$ cat src/rtl/core/nws_pkg.sv
// ----------------------------------------------------------------------------
// nws_pkg
// Shared types, constants and the sigmoid lookup table for the neuron block.
// ----------------------------------------------------------------------------
package nws_pkg;

  localparam int unsigned MAX_FAN_IN  = 64;
  localparam int unsigned IDX_W       = $clog2(MAX_FAN_IN);
  localparam int unsigned FAN_W       = $clog2(MAX_FAN_IN + 1);
  localparam int unsigned FAN_CFG_W   = 7;
  localparam int unsigned CFG_IDX_W   = 1;
  localparam int unsigned CFG_DATA_W  = 7;
  localparam int unsigned OP_W        = 3;
  localparam int unsigned VAL_W       = 16;
  localparam int unsigned ACT_W       = 16;
  localparam int unsigned FRAC_W      = 12;
  localparam int unsigned PROD_W      = 2 * VAL_W;
  localparam int unsigned ACC_W       = PROD_W + IDX_W + 1;
  localparam int unsigned QUEUE_DEPTH = 2;
  localparam int unsigned QPTR_W      = $clog2(QUEUE_DEPTH);
  localparam int unsigned QCNT_W      = $clog2(QUEUE_DEPTH + 1);

  localparam int unsigned SIG_ENTRIES = 256;
  localparam int unsigned SIG_IDX_W   = $clog2(SIG_ENTRIES);

  localparam logic signed [VAL_W-1:0] ONE_Q412 = VAL_W'(4096);
  localparam logic signed [VAL_W-1:0] VAL_MAX  = VAL_W'(32767);
  localparam logic signed [VAL_W-1:0] VAL_MIN  = VAL_W'(-32768);

  localparam logic [FAN_CFG_W-1:0] FAN_RESET = FAN_CFG_W'(MAX_FAN_IN);

  typedef enum logic [CFG_IDX_W-1:0] {
    CFG_FAN_IN    = 1'b0,
    CFG_BIAS_MODE = 1'b1
  } cfg_reg_e;

  typedef enum logic [OP_W-1:0] {
    OP_SET_INPUT   = 3'd0,
    OP_LOAD_WEIGHT = 3'd1,
    OP_ADD_DELTA   = 3'd2,
    OP_EVALUATE    = 3'd3,
    OP_READ_ENTRY  = 3'd4
  } opcode_e;

  typedef enum logic [2:0] {
    K_WR_IN,
    K_WR_W,
    K_ADD,
    K_READ,
    K_EVAL,
    K_BIAS,
    K_ERR,
    K_NOP
  } kind_e;

  typedef struct packed {
    kind_e                   kind;
    logic [IDX_W-1:0]        index;
    logic signed [VAL_W-1:0] value;
  } cmd_t;

  typedef enum logic [2:0] {
    ST_IDLE,
    ST_ACCESS,
    ST_EVAL,
    ST_DRAIN,
    ST_SAT,
    ST_OUT
  } state_e;

  // e^(-2^k / 4096) in Q0.24
  localparam logic [0:15][31:0] EXP_BIT_Q24 = {
    32'd16773121, 32'd16769026, 32'd16760840, 32'd16744480,
    32'd16711808, 32'd16646655, 32'd16517109, 32'd16261035,
    32'd15760736, 32'd14805841, 32'd13066109, 32'd10175896,
    32'd6171993,  32'd2270549,  32'd307285,   32'd5628
  };

  typedef logic [SIG_ENTRIES-1:0][ACT_W-1:0] sig_tab_t;

  // restoring long division, elaboration only
  function automatic logic [63:0] udiv64(logic [63:0] n, logic [63:0] d);
    logic [64:0] r;
    logic [63:0] q;
    r = '0;
    q = '0;
    for (int k = 63; k >= 0; k--) begin
      r = {r[63:0], n[k]};
      if (r >= {1'b0, d}) begin
        r    = r - {1'b0, d};
        q[k] = 1'b1;
      end
    end
    return q;
  endfunction

  function automatic logic [ACT_W-1:0] sigmoid_at(int m);
    logic [31:0] mag;
    logic [63:0] e;
    logic [63:0] d;
    logic [63:0] q;
    mag = (m < 0) ? 32'(-m) : 32'(m);
    e   = 64'd16777216;
    for (int k = 0; k < 16; k++) begin
      if (mag[k]) begin
        e = (e * 64'(EXP_BIT_Q24[k]) + 64'd8388608) >> 24;
      end
    end
    d = 64'd16777216 + e;
    if (m >= 0) begin
      q = udiv64((64'd1 << 40) + (d >> 1), d);
    end else begin
      q = udiv64((e << 16) + (d >> 1), d);
    end
    return (q > 64'd65535) ? 16'hFFFF : q[ACT_W-1:0];
  endfunction

  function automatic sig_tab_t build_sig_table();
    sig_tab_t t;
    int       m;
    for (int i = 0; i < SIG_ENTRIES; i++) begin
      m    = ((2 * i + 1) * 32768) / SIG_ENTRIES - 32768;
      t[i] = sigmoid_at(m);
    end
    return t;
  endfunction

  localparam sig_tab_t SIG_TABLE = build_sig_table();

endpackage

$ cat src/rtl/core/nws_fifo.sv
// ----------------------------------------------------------------------------
// nws_fifo
// Short command queue between decode and execution.
// ----------------------------------------------------------------------------
module nws_fifo (
  input  logic          clk_i,
  input  logic          rst_ni,
  input  logic          push_i,
  input  nws_pkg::cmd_t cmd_i,
  output logic          full_o,
  input  logic          pop_i,
  output nws_pkg::cmd_t cmd_o,
  output logic          vld_o
);

  nws_pkg::cmd_t                mem_q [nws_pkg::QUEUE_DEPTH];
  logic [nws_pkg::QPTR_W-1:0]   wp_q;
  logic [nws_pkg::QPTR_W-1:0]   rp_q;
  logic [nws_pkg::QCNT_W-1:0]   cnt_q;
  logic                         do_push;
  logic                         do_pop;

  assign full_o  = cnt_q == nws_pkg::QCNT_W'(nws_pkg::QUEUE_DEPTH);
  assign vld_o   = cnt_q != '0;
  assign cmd_o   = mem_q[rp_q];
  assign do_push = push_i && !full_o;
  assign do_pop  = pop_i && vld_o;

  always_ff @(posedge clk_i) begin
    if (do_push) begin
      mem_q[wp_q] <= cmd_i;
    end
  end

  always_ff @(posedge clk_i or negedge rst_ni) begin
    if (!rst_ni) begin
      wp_q  <= '0;
      rp_q  <= '0;
      cnt_q <= '0;
    end else begin
      if (do_push) begin
        wp_q <= (wp_q == nws_pkg::QPTR_W'(nws_pkg::QUEUE_DEPTH - 1)) ? '0 : wp_q + 1'b1;
      end
      if (do_pop) begin
        rp_q <= (rp_q == nws_pkg::QPTR_W'(nws_pkg::QUEUE_DEPTH - 1)) ? '0 : rp_q + 1'b1;
      end
      if (do_push && !do_pop) begin
        cnt_q <= cnt_q + 1'b1;
      end else if (do_pop && !do_push) begin
        cnt_q <= cnt_q - 1'b1;
      end
    end
  end

endmodule

$ cat config.mk
export PLATFORM = sky130hd
export DESIGN_NAME = nws_fifo
export DESIGN_NICKNAME = d
export VERILOG_FILES = /design/src/rtl/core/nws_pkg.sv /design/src/rtl/core/nws_fifo.sv
export SDC_FILE = /design/constraint.sdc
export NUM_CORES = 1
export LEC_CHECK = 0
export BUFFER_PORTS_ARGS = -buffer_cell sky130_fd_sc_hd__buf_4
export CAP_MARGIN = 10
export CORE_MARGIN = 5
export CORE_UTILIZATION = 50
export CTS_BUF_LIST = sky130_fd_sc_hd__clkbuf_16
export DETAILED_ROUTE_END_ITERATION = 10
export PLACE_DENSITY = 0.78
export SYNTH_ARGS = -nofsm -noshare
export SYNTH_HDL_FRONTEND = slang
export SYNTH_SLANG_ARGS = --single-unit
$ cat constraint.sdc
create_clock -name clk_i -period 4.04 [get_ports clk_i]
set_input_delay 0.404 -clock clk_i [delete_from_list [all_inputs] [get_ports clk_i]]
set_output_delay 0.404 -clock clk_i [all_outputs]
set_load 0.02 [all_outputs]
# Yosys cells after proc, flatten, opt, wreduce, memory -nomap -nowiden
# Memory sizes are Yosys's and may differ from the RTL's.
# Cells that the tools add are included.
# op_classes
n_addsub,4
multipliers,0
div,0
n_lt_le_gt_ge,0
n_eq_ne,1
n_shift,0
n_mux,6
n_bitwise,0
n_reduce_logical,9
# op_table
op,count
$logic_and A1 B1 Y1,4
$mux W1,4
$mux W2,2
$reduce_bool A2 Y1,2
$logic_not A1 Y1,3
$add A1 B1 Y1 const B,2
$add A2 B1 Y2 const B,1
$eq A2 B2 Y1 const B,1
$sub A2 B1 Y2 const B,1
# totals
regBits,4
latch_bits,0
ramBits,50
romBits,0
output_inout_bits,27
mem_count,1
# memory_table
memory,words,word_bits,rd,rd_clocked_by_memory_dff,wr,line_no,source
mem_q,2,25,1,0,1,nws_fifo.sv:16,nws_pkg::cmd_t mem_q [nws_pkg::QUEUE_DEPTH];

# Logic depth before layout (Yosys ltp)
# logic_depth
word_depth,7
mapped_depth,7
depth_no_buf,7

# Worst setup path after synthesis
# No wires, ideal clock.
# synth_path
kind,reg-to-reg
start,reg cnt_q[0] in the netlist's numbering
end,"mem mem_q[0][0] in the netlist's numbering, enable pin"
setup_ns,0.407
arrival_time_ns,1.689
slack_ns,1.945
path_stages_with_launch,4
path_cell_list,dfrtp_1 > nand2b_1 > nand2_1 > nor2_1
# synth_between
elab_chain_cells,5
# synth_lines
element,line_no,source
start: declaration,nws_fifo.sv:19,logic [nws_pkg::QCNT_W-1:0] cnt_q;
start signal: assignment,nws_fifo.sv:48,cnt_q <= cnt_q + 1'b1;
start signal: assignment,nws_fifo.sv:50,cnt_q <= cnt_q - 1'b1;
$eq A2 B2 Y1,nws_fifo.sv:23,assign full_o = cnt_q == nws_pkg::QCNT_W'(nws_pkg::QUEUE_DEPTH);
$logic_not A1 Y1,nws_fifo.sv:26,assign do_push = push_i && !full_o;
$logic_and A1 B1 Y1,nws_fifo.sv:26,
$mux W1,nws_fifo.sv:30,if (do_push) begin
$mux W1 (implied by the code),nws_fifo.sv:31,mem_q[wp_q] <= cmd_i;
end: declaration,nws_fifo.sv:16,
# Every way passes these cells.

==> results_dict.tcl <==
set metrics [dict create \
    syn-cell-area_um2 2110 \
    initialDrtViolationCount 43 \
    grt_setup_unrepaired "no" \
    cp.required_ns 3.64 \
    clock_sinks 54 \
    p_total_mw 2.02 \
    fin_crit_ns 2.51 \
    rows 23 \
    synth_nets 127 \
    r2r-start "cnt_q[0]$_DFFE_PN0P_" \
    tightest_slew_ns 1.17 \
    cp_slowest_cell "dfrtp_1" \
    postRouteAntennaNets 0 \
    io_pins 56 \
    drc 0 \
    muxShareOfSynthArea_pct 16.8 \
    chipWidth_um 74.9 \
    hold_class "in -> reg" \
    area_growth_pct 28.0 \
    antenna_found_initial 0 \
    initial_core_util_pct 52.3 \
    grt_pass1_vias 1143 \
    slew_headroom_pct 21.8 \
    ys_seq_elements 54 \
    nNetsFinal 189 \
    worstReg2RegEnd "mem_q[1][7]$_DFFE_PP_" \
    fin_crit_sh_pct 62.1 \
    portBuffers 55 \
    synth_top_family_by_area "multiplexers" \
    post-place-ws_ns 1.81 \
    grt_pass1_wl_um 5460 \
    postCtsSetupRepairBufs 0 \
    htree_levels 2 \
    synth_seq_area_share_pct 76.1 \
    drtPass1Iterations 4 \
    hold_path_startpoint "cmd_i[24]" \
    tns_ns 0 \
    path_clk_slew_ns 0.06 \
    synthSimpleGateAreaFrac_pct 1.72 \
    finalSetupViolCount 0 \
    viasPerCell 4.96 \
    place_hpwl_um 2620 \
    mostFrequentLayoutCell "buf_4" \
    gp_congestion 0.689 \
    timing.hold.ws_ns 0.303 \
    p_leak_nw 1.10 \
    fin_skew_ns 0.00327 \
    cp-start-kind "flip-flop" \
    clockBufferDepth 2 \
    reg2reg_depth 2 \
    cts_buffers 5 \
    grt_use_total_pct 13.9 \
    synthXorXnorAreaFrac_pct 2.08 \
    cts_tree "built" \
    diodes 0 \
    critical_path_class "reg -> out" \
    hold_depth 1 \
    die_area_um2 5610 \
    slew_viol_final 0 \
    ff2ff_setup_slack_ns 2.11 \
    die_h_um 74.9 \
    max_stage_delay_ns 0.96 \
    final_cell_mix "buf_4 (57), edfxtp_1 (50), mux2_4 (19)" \
    cts-root-buf "clkbuf_16" \
    core-area_um2 4030 \
    hold_end "mem_q[1][24]$_DFFE_PP_" \
    setup_ws_ns 1.53 \
    crit_top_cell "buf_4" \
    synthAdderAreaFrac_pct 0.594 \
    totalWireLength_um 3610 \
    ys.warnings.count 0 \
    syn_inst 97 \
    max_freq_mhz 399 \
    grt_max_degree 26 \
    final_layout_size_suffix_gt1_share_pct 56.3 \
    maxCapViolCount 0 \
    cp_cell_sequence "buf_4 > mux2_2 > buf_4" \
    worstPathArrival_ns 2.10 \
    synth_compound_area_share_pct 0 \
    avgRoutedWirePerCell_um 17.2 \
    clk_latency_ns 0.28 \
    synth_area_per_cell_um2 21.7 \
    worst_setup_path_end_kind "output port" \
    ys_types 16 \
    hold_viol_final 0 \
    outcome "finished, final reports clean" \
    powerDensity_nw_per_um2 748 \
    crit_path_max_fanout 18 \
    vias 1042 \
    ir_drop_mv 0.479 \
    grt_overflow_total 0 \
]
==> critical path: cells and delay by family, from the launching register on <==
family   cells  cell delay [ns]
flops        1             0.96
buf+inv      2             0.51
mux          1             0.36
==> area by class of cell <==
cell class | count | area [um2]
Multi-Input combinational cell | 38 | 448
Tap cell | 50 | 62.6
Clock buffer | 5 | 125
Inverter | 2 | 7.51
Fill cell | 297 | 1330
Sequential cell | 54 | 1600
Timing Repair Buffer | 58 | 438
Clock inverter | 3 | 12.5
==> through the flow <==
step	util, %	instance area, um2	cells
6_report	66.9	2700	210
5_1_grt	66.9	2700	210
4_1_cts	66.9	2700	210
3_5_place_dp	63.2	2550	201
3_3_place_gp	63.2	2550	201
2_1_floorplan	-	2110	97
==> power by group <==
| group | total [mW] | switching, mW | leakage [nW] | internal [mW] |
|---|---|---|---|---|
| combinational | 0.767 | 0.379 | 0.516 | 0.388 |
| clock | 0.392 | 0.168 | 0.0724 | 0.224 |
| sequential | 0.857 | 0.0863 | 0.511 | 0.771 |
==> registers in the layout (all words and copies together), names as in the netlist <==
| signal | count |
|---|---|
| rp_q | 1 |
| cnt_q | 2 |
| wp_q | 1 |
| mem_q | 50 |
==> metal layers <==
metal / global-route usage, % / up-vias / wire (um)
met5: 0 / - / 0
met2: 23.2 / 46 / 1790
li1: - / 489 / -
met1: 16.3 / 504 / 1440
met3: 6.28 / 3 / 356
met4: 3.56 / 0 / 25
==> kinds of logic after synthesis <==
kind of cell	Yosys count
DFF	54
muxes	25
xor gates and xnor gates	5
adders and majority gates	1
buffers and inverters	5
and+or+nand+nor	7
==> synthesized netlist by cell type, drive strengths merged <==
| cell | number | share of area [%] |
|---|---|---|
| edfxtp | 50 | 71 |
| inv | 2 | 0.36 |
| nand2 | 2 | 0.48 |
| buf | 3 | 2.4 |
| and3 | 1 | 0.30 |
| or2 | 1 | 0.30 |
| dfrtp | 4 | 4.8 |
| nand2b | 1 | 0.30 |
| ha | 1 | 0.59 |
| xnor2 | 3 | 1.2 |
| xor2 | 2 | 0.83 |
| nor2 | 2 | 0.36 |
| mux2 | 25 | 17 |
==> worst max-delay path by stage <==
stage | end | startpoint | cells past startpoint | slack (ns)
after floorplan | mem_q[0][0]$_DFFE_PP_ | cnt_q[0]$_DFFE_PN0P_ | 3 | 1.94
after global placement | cmd_o[9] | rp_q$_DFFE_PN0P_ | 3 | 1.86
after detailed placement | cmd_o[9] | rp_q$_DFFE_PN0P_ | 3 | 1.81
after CTS | cmd_o[9] | rp_q$_DFFE_PN0P_ | 3 | 1.50
after global routing | cmd_o[9] | rp_q$_DFFE_PN0P_ | 3 | 1.44
final | cmd_o[9] | rp_q$_DFFE_PN0P_ | 3 | 1.53
==> what timing repair did <==
action	CTS	global route
endpoints found under the hold margin	4	0
hold buffers	1	0
resized for setup	0	0
No activity file was read; power rests on OpenSTA's default activity.
