$ cat src/rtl/core/nws_pkg.sv
// ----------------------------------------------------------------------------
// nws_pkg
// Shared types, constants and the sigmoid lookup table for the neuron block.
// ----------------------------------------------------------------------------
package nws_pkg;

  localparam int unsigned MAX_FAN_IN  = 64;
  localparam int unsigned IDX_W       = $clog2(MAX_FAN_IN);
  localparam int unsigned FAN_W       = $clog2(MAX_FAN_IN + 1);
  localparam int unsigned FAN_CFG_W   = 7;
  localparam int unsigned CFG_IDX_W   = 1;
  localparam int unsigned CFG_DATA_W  = 7;
  localparam int unsigned OP_W        = 3;
  localparam int unsigned VAL_W       = 16;
  localparam int unsigned ACT_W       = 16;
  localparam int unsigned FRAC_W      = 12;
  localparam int unsigned PROD_W      = 2 * VAL_W;
  localparam int unsigned ACC_W       = PROD_W + IDX_W + 1;
  localparam int unsigned QUEUE_DEPTH = 2;
  localparam int unsigned QPTR_W      = $clog2(QUEUE_DEPTH);
  localparam int unsigned QCNT_W      = $clog2(QUEUE_DEPTH + 1);

  localparam int unsigned SIG_ENTRIES = 256;
  localparam int unsigned SIG_IDX_W   = $clog2(SIG_ENTRIES);

  localparam logic signed [VAL_W-1:0] ONE_Q412 = VAL_W'(4096);
  localparam logic signed [VAL_W-1:0] VAL_MAX  = VAL_W'(32767);
  localparam logic signed [VAL_W-1:0] VAL_MIN  = VAL_W'(-32768);

  localparam logic [FAN_CFG_W-1:0] FAN_RESET = FAN_CFG_W'(MAX_FAN_IN);

  typedef enum logic [CFG_IDX_W-1:0] {
    CFG_FAN_IN    = 1'b0,
    CFG_BIAS_MODE = 1'b1
  } cfg_reg_e;

  typedef enum logic [OP_W-1:0] {
    OP_SET_INPUT   = 3'd0,
    OP_LOAD_WEIGHT = 3'd1,
    OP_ADD_DELTA   = 3'd2,
    OP_EVALUATE    = 3'd3,
    OP_READ_ENTRY  = 3'd4
  } opcode_e;

  typedef enum logic [2:0] {
    K_WR_IN,
    K_WR_W,
    K_ADD,
    K_READ,
    K_EVAL,
    K_BIAS,
    K_ERR,
    K_NOP
  } kind_e;

  typedef struct packed {
    kind_e                   kind;
    logic [IDX_W-1:0]        index;
    logic signed [VAL_W-1:0] value;
  } cmd_t;

  typedef enum logic [2:0] {
    ST_IDLE,
    ST_ACCESS,
    ST_EVAL,
    ST_DRAIN,
    ST_SAT,
    ST_OUT
  } state_e;

  // e^(-2^k / 4096) in Q0.24
  localparam logic [0:15][31:0] EXP_BIT_Q24 = {
    32'd16773121, 32'd16769026, 32'd16760840, 32'd16744480,
    32'd16711808, 32'd16646655, 32'd16517109, 32'd16261035,
    32'd15760736, 32'd14805841, 32'd13066109, 32'd10175896,
    32'd6171993,  32'd2270549,  32'd307285,   32'd5628
  };

  typedef logic [SIG_ENTRIES-1:0][ACT_W-1:0] sig_tab_t;

  // restoring long division, elaboration only
  function automatic logic [63:0] udiv64(logic [63:0] n, logic [63:0] d);
    logic [64:0] r;
    logic [63:0] q;
    r = '0;
    q = '0;
    for (int k = 63; k >= 0; k--) begin
      r = {r[63:0], n[k]};
      if (r >= {1'b0, d}) begin
        r    = r - {1'b0, d};
        q[k] = 1'b1;
      end
    end
    return q;
  endfunction

  function automatic logic [ACT_W-1:0] sigmoid_at(int m);
    logic [31:0] mag;
    logic [63:0] e;
    logic [63:0] d;
    logic [63:0] q;
    mag = (m < 0) ? 32'(-m) : 32'(m);
    e   = 64'd16777216;
    for (int k = 0; k < 16; k++) begin
      if (mag[k]) begin
        e = (e * 64'(EXP_BIT_Q24[k]) + 64'd8388608) >> 24;
      end
    end
    d = 64'd16777216 + e;
    if (m >= 0) begin
      q = udiv64((64'd1 << 40) + (d >> 1), d);
    end else begin
      q = udiv64((e << 16) + (d >> 1), d);
    end
    return (q > 64'd65535) ? 16'hFFFF : q[ACT_W-1:0];
  endfunction

  function automatic sig_tab_t build_sig_table();
    sig_tab_t t;
    int       m;
    for (int i = 0; i < SIG_ENTRIES; i++) begin
      m    = ((2 * i + 1) * 32768) / SIG_ENTRIES - 32768;
      t[i] = sigmoid_at(m);
    end
    return t;
  endfunction

  localparam sig_tab_t SIG_TABLE = build_sig_table();

endpackage

$ cat src/rtl/core/nws_front.sv
// ----------------------------------------------------------------------------
// nws_front
// Configuration registers, command decode and index check, queue push.
// ----------------------------------------------------------------------------
module nws_front (
  input  logic                                   clk_i,
  input  logic                                   rst_ni,
  input  logic                                   in_valid_i,
  output logic                                   in_stall_o,
  input  logic [nws_pkg::OP_W-1:0]               opcode_i,
  input  logic [nws_pkg::IDX_W-1:0]              entry_index_i,
  input  logic signed [nws_pkg::VAL_W-1:0]       operand_value_i,
  input  logic                                   cfg_we_i,
  input  logic [nws_pkg::CFG_IDX_W-1:0]          cfg_idx_i,
  input  logic [nws_pkg::CFG_DATA_W-1:0]         cfg_wdata_i,
  input  logic                                   q_full_i,
  output logic                                   q_push_o,
  output nws_pkg::cmd_t                          q_cmd_o,
  output logic [nws_pkg::FAN_W-1:0]              fan_used_o
);

  logic [nws_pkg::FAN_CFG_W-1:0] fan_q;
  logic                          bias_q;
  logic [nws_pkg::FAN_W-1:0]     fan_used;
  logic                          bad;

  always_ff @(posedge clk_i or negedge rst_ni) begin
    if (!rst_ni) begin
      fan_q  <= nws_pkg::FAN_RESET;
      bias_q <= 1'b0;
    end else if (cfg_we_i) begin
      unique case (cfg_idx_i)
        nws_pkg::CFG_FAN_IN:    fan_q  <= cfg_wdata_i[nws_pkg::FAN_CFG_W-1:0];
        nws_pkg::CFG_BIAS_MODE: bias_q <= cfg_wdata_i[0];
        default: ;
      endcase
    end
  end

  assign fan_used = (32'(fan_q) > nws_pkg::MAX_FAN_IN) ?
                    nws_pkg::FAN_W'(nws_pkg::MAX_FAN_IN) : nws_pkg::FAN_W'(fan_q);
  assign bad      = 32'(entry_index_i) >= 32'(fan_used);

  always_comb begin
    q_cmd_o.index = entry_index_i;
    q_cmd_o.value = operand_value_i;
    unique case (opcode_i)
      nws_pkg::OP_SET_INPUT:   q_cmd_o.kind = bad ? nws_pkg::K_ERR : nws_pkg::K_WR_IN;
      nws_pkg::OP_LOAD_WEIGHT: q_cmd_o.kind = bad ? nws_pkg::K_ERR : nws_pkg::K_WR_W;
      nws_pkg::OP_ADD_DELTA:   q_cmd_o.kind = bad ? nws_pkg::K_ERR : nws_pkg::K_ADD;
      nws_pkg::OP_READ_ENTRY:  q_cmd_o.kind = bad ? nws_pkg::K_ERR : nws_pkg::K_READ;
      nws_pkg::OP_EVALUATE:    q_cmd_o.kind = bias_q ? nws_pkg::K_BIAS : nws_pkg::K_EVAL;
      default:                 q_cmd_o.kind = nws_pkg::K_NOP;
    endcase
  end

  assign q_push_o   = in_valid_i && !q_full_i;
  assign in_stall_o = q_full_i;
  assign fan_used_o = fan_used;

endmodule

$ cat config.mk
export PLATFORM = sky130hd
export DESIGN_NAME = nws_front
export DESIGN_NICKNAME = d
export VERILOG_FILES = /design/src/rtl/core/nws_pkg.sv /design/src/rtl/core/nws_front.sv
export SDC_FILE = /design/constraint.sdc
export NUM_CORES = 1
export LEC_CHECK = 0
export BUFFER_PORTS_ARGS = -buffer_cell sky130_fd_sc_hd__buf_2
export CORE_MARGIN = 1
export CORE_UTILIZATION = 35
export DETAILED_ROUTE_END_ITERATION = 6
export PLACE_DENSITY_LB_ADDON = 0.1
export SETUP_SLACK_MARGIN = 0.1
export SLEW_MARGIN = 20
export SYNTH_ARGS = -nofsm -noshare
export SYNTH_HDL_FRONTEND = slang
export SYNTH_SLANG_ARGS = --single-unit
export TNS_END_PERCENT = 1
$ cat constraint.sdc
create_clock -name clk_i -period 2.6 [get_ports clk_i]
set_input_delay 0.26 -clock clk_i [delete_from_list [all_inputs] [get_ports clk_i]]
set_output_delay 0.26 -clock clk_i [all_outputs]
set_load 0.1 [all_outputs]
== Word-level counts from Yosys, hierarchy flattened ==
Cells that the tools add are included.

* Logic and storage cells: 21
* Bits in registers: 8
* Input bits: 38

* Bitwise logic cells: 1
* Equality and inequality tests: 4
* Order comparisons: 2
* Reduce and logical (&&, ||, !) cells: 5
* Multiplexer cells: 7

{| class="wikitable"
|+ Operator list
! cell !! number
|-
| one-hot mux 3 bit (5 select lines) || 1
|-
| two-way mux 3 bit || 4
|-
| >= comparator 6 x 7 -> 1 bit || 1
|-
| greater-than comparator 7 bit (second input constant) || 1
|-
| two-way mux 7 bit || 1
|-
| equality test 3 x 2 -> 1 bit (second input constant) || 2
|-
| AND reduction 2 bit || 2
|-
| equality test 3 x 1 -> 1 bit (second input constant) || 1
|-
| equality test 3 bit (second input constant) || 1
|-
| zero test 3 bit || 1
|-
| logical AND 1 bit || 1
|-
| zero test 1 bit || 1
|-
| two-way mux 1 bit || 1
|-
| NOT 1 bit || 1
|}

== Depth between registers and ports, before layout ==
* Word-level depth: 5
* Gate-level depth with buffers: 7

== Worst setup path before layout ==
Ideal clock, no wire load.

* Kind: reg2out
* Start point: register fan_q[6] (netlist bit)
* End point: output port q_cmd_o[24] (netlist bit)
* Required time: 2.340 ns
* Cell stages (with the launch flop): 8
* Setup slack: -2.495 ns
* Arrival time: 4.835 ns
* Path through: dfstp_2 > clkbuf_1 > nor2b_1 > ha_1 > nand2b_1 > a2111oi_2 > or3_4 > o21ai_0

{| class="wikitable"
|+ RTL lines
! element !! line !! source
|-
| start, declared || nws_front.sv:22 || <nowiki>logic [nws_pkg::FAN_CFG_W-1:0] fan_q;</nowiki>
|-
| start signal, assigned || nws_front.sv:29 || <nowiki>fan_q <= nws_pkg::FAN_RESET;</nowiki>
|-
| start signal, assigned || nws_front.sv:33 || <nowiki>nws_pkg::CFG_FAN_IN: fan_q <= cfg_wdata_i[nws_pkg::FAN_CFG_W-1:0];</nowiki>
|-
| end, declared || nws_front.sv:18 || <nowiki>output nws_pkg::cmd_t q_cmd_o,</nowiki>
|}

==> summary.md <==
| Metric | Value |
|---|---|
| Flops & latches, synth | 8 |
| Period utilization | 0.954 |
| # Max-Cap Violations | 0 |
| Post-synthesis xor/xnor area fraction | 0 |
| Total CTS buffers | 3 |
| Die area | 2360 µm² |
| Global-route usage over all layers | 0.136 |
| Routability Congestion | ~0.67 |
| Area contributors post-synth | dfrtp_1, buf_4, mux2_2 |
| # setup viols final | 0 |
| CTS tree | built |
| Most frequent cells in the layout | buf_2, mux2_2, dfrtp_1 |
| Leading area contributor after synthesis | dfrtp_1 |
| WP data arrival | 2.22 ns |
| Relative slew slack | 0.577 |
| Longest Clk Path Bufs | 2 |
| Via Count | roughly 600 |
| Row count | 16 |
| Final worst path period need | about 2.5 ns |
| NumNets Final | around 150 |
| Clk_lat worst skew | ~0.25 ns |
| CP Capture Type | output port |
| Die outline width | a little under 50 µm |
| # clock sinks | 8 |
| CP Class | reg -> out |
| Core Region | between 2000 and 2500 µm² |
| Clk_skew | 0 ns |
| DRT iter0 DRCs | 4 |
| Post-synth net total | roughly 130 |
| Remaining routing DRC violations | 0 |
| Commonest non-fill, non-tap cell in the layout | buf_2 |
| Clock root buffer | clkbuf_4 |
| Routed length per instance | about 11 µm |
| Simple-gate share of the synthesized area | 0.135 |
| CTS clk-pin slew, worst paths | ~0.060 ns |
| Vias in the first global route | slightly below 600 |
| Largest net degree at the start of global routing | 9 |
| H-tree levels | 1 |
| Post-Route WL | ~1400 µm |
| First-pass GRT wire length | 2490 µm |
| Die Height | between 40 and 50 µm |
| CP Max Fanout | 8 |
| Unrepaired setup endpoints after global routing | true |
| Total Power | roughly 700 µW |
| Hpwl dp | approximately 1200 µm |
| Vias per cell | about 4.5 |
| Sequential share of the synthesized area | 0.265 |
| Post-place instance area | approximately 900 µm² |
| Diode count | 0 |
| Main combinational cell family by area after synthesis | buffers and inverters |
| Count of different cell masters after synthesis | 23 |
| Met3 GRT Util | 0.0252 |
| GRT overflow | 0 |
| Slew of the pin with the lowest slew margin | ~0.63 ns |
| Post-Synth Adder-Cell Area | 0.0987 |
| Post-route cell area | 970 µm² |
| Compound-cell area share of the yosys netlist | 0.0970 |
| Multiplexer area fraction after synthesis | 0.132 |
| Io pins | 72 |
| Final Slew Violations | 0 |
| Initial core utilization | 0.380 |
| Drt pass-1 iters | 2 |
| Hold crit path type | in -> reg |
| VDD IR-drop max | 0.366 mV |
| Post-route ant nets | 0 |
| Mapped Cells | 83 |
| Area Overhead vs Synth | 27.5% |
| M2 GR Usage | 0.225 |
| Type of origin of the critical path | register |
| Pwr Density | around 700 nW/µm² |
| Fmax | 403 MHz |
| Port-buffer cells | 39 |
| Layout cells sized above 1 | 0.618 |
| Final Hold Fails | 0 |
| Ys Warns | 0 |
| Global route hottest layer | met2 |
| Synthesized area | 761 µm² |
| Leak pwr | just over 0.0005 µW |
| GRT met1 Usage | 0.162 |
| Syn avg cell area | 9.17 µm² |
| Worst Path Required | approximately 2.3 ns |
| Initial antenna violation count | 0 |
| Top-area cell type share of the netlist area | 0.230 |
| Status | completed |
final timing paths:
kind	startpoint	cells past startpoint	slack, ns	to
setup / recovery	fan_q[6]	7	0.12	q_cmd_o[22]
hold / removal	cfg_wdata_i[1]	2	0.24	fan_q[1]
setup reg to reg	fan_q[6]	1	1.77	fan_q[6]
hold reg to reg	bias_q	1	0.50	bias_q
max in group asynchronous	rst_ni	2	1.99	fan_q[6]
min in group asynchronous	rst_ni	2	0.37	fan_q[3]
state kept, by name, indices dropped and copies added (netlist names):
name    flops
fan_q       7
bias_q      1
worst max-delay path, cell delays in order (launching register included):
cell and delay [ns]:
dfstp_2 0.60, nor2b_4 0.07, ha_4 0.25, nand2b_4 0.11
a2111oi_2 0.06, or3_4 0.41, o31a_4 0.30, buf_12 0.17
power breakdown:
group / internal, µW / total [µW] / switching [µW] / leakage [µW]
Combinational: 127 / 434 / 307 / 0.000396
Sequential: 145 / 160 / 15.3 / 0.0000927
Clock: 58.8 / 102 / 43.3 / 0.0000150
per-layer routing:
layer,share of wire,up-vias
met5,0,-
met4,0.0014,0
met3,0.069,2
met2,0.50,24
met1,0.43,262
li1,-,296
cells by family (layout without fill, tap and decap cells):
| logic type | after synthesis | count (layout) |
|---|---|---|
| adders and majority gates | 6 | 6 |
| DFF | 8 | 8 |
| buffers and inverters | 32 | 51 |
| muxes | 9 | 9 |
| AOI/OAI and AO/OA | 10 | 10 |
| and+or+nand+nor | 18 | 18 |
synth_stat cells:
master / instances
a21o_1: 1
o21ai_0: 1
dfstp_2: 1
buf_2: 1
nand2_1: 1
a31oi_1: 1
clkbuf_1: 2
buf_4: 23
o22a_1: 1
o211ai_1: 1
inv_1: 6
ha_1: 6
a21oi_1: 3
mux2_2: 8
a2111oi_2: 1
nor2b_1: 3
nand2b_1: 7
nor3_1: 2
or3_4: 1
dfrtp_1: 7
nor2_1: 4
mux2i_1: 1
o31a_1: 1
metrics by stage:
step                      utilization  hold WS (ns)  setup WS [ns]  TNS (ns)  instances
final                           0.484         0.236          0.119         0        129
after global routing            0.484         0.230         0.0283         0        129
after CTS                       0.483         0.225          0.101         0        129
after detailed placement        0.446         0.108          0.223         0        123
after global placement          0.446         0.111          0.237         0        123
after floorplan                     -       -0.0356        -0.0826    -0.112         83
final cells by class:
type | instances | area [µm²]
Clock buffer | 4 | 26.3
Fill cell | 215 | 1030
Inverter | 6 | 22.5
Multi-Input combinational cell | 43 | 428
Sequential cell | 8 | 201
Tap cell | 27 | 33.8
Timing Repair Buffer | 41 | 258
repair_timing:
item | in CTS | in global routing
setup endpoints to repair | 3 | 3
pin swaps | 3 | 0
gates resized for setup | 4 | 1
hold buffers | 1 | 0
buffers inserted | 1 | 0
hold endpoints to repair | 7 | 0
(Power assumes the default switching activity.)
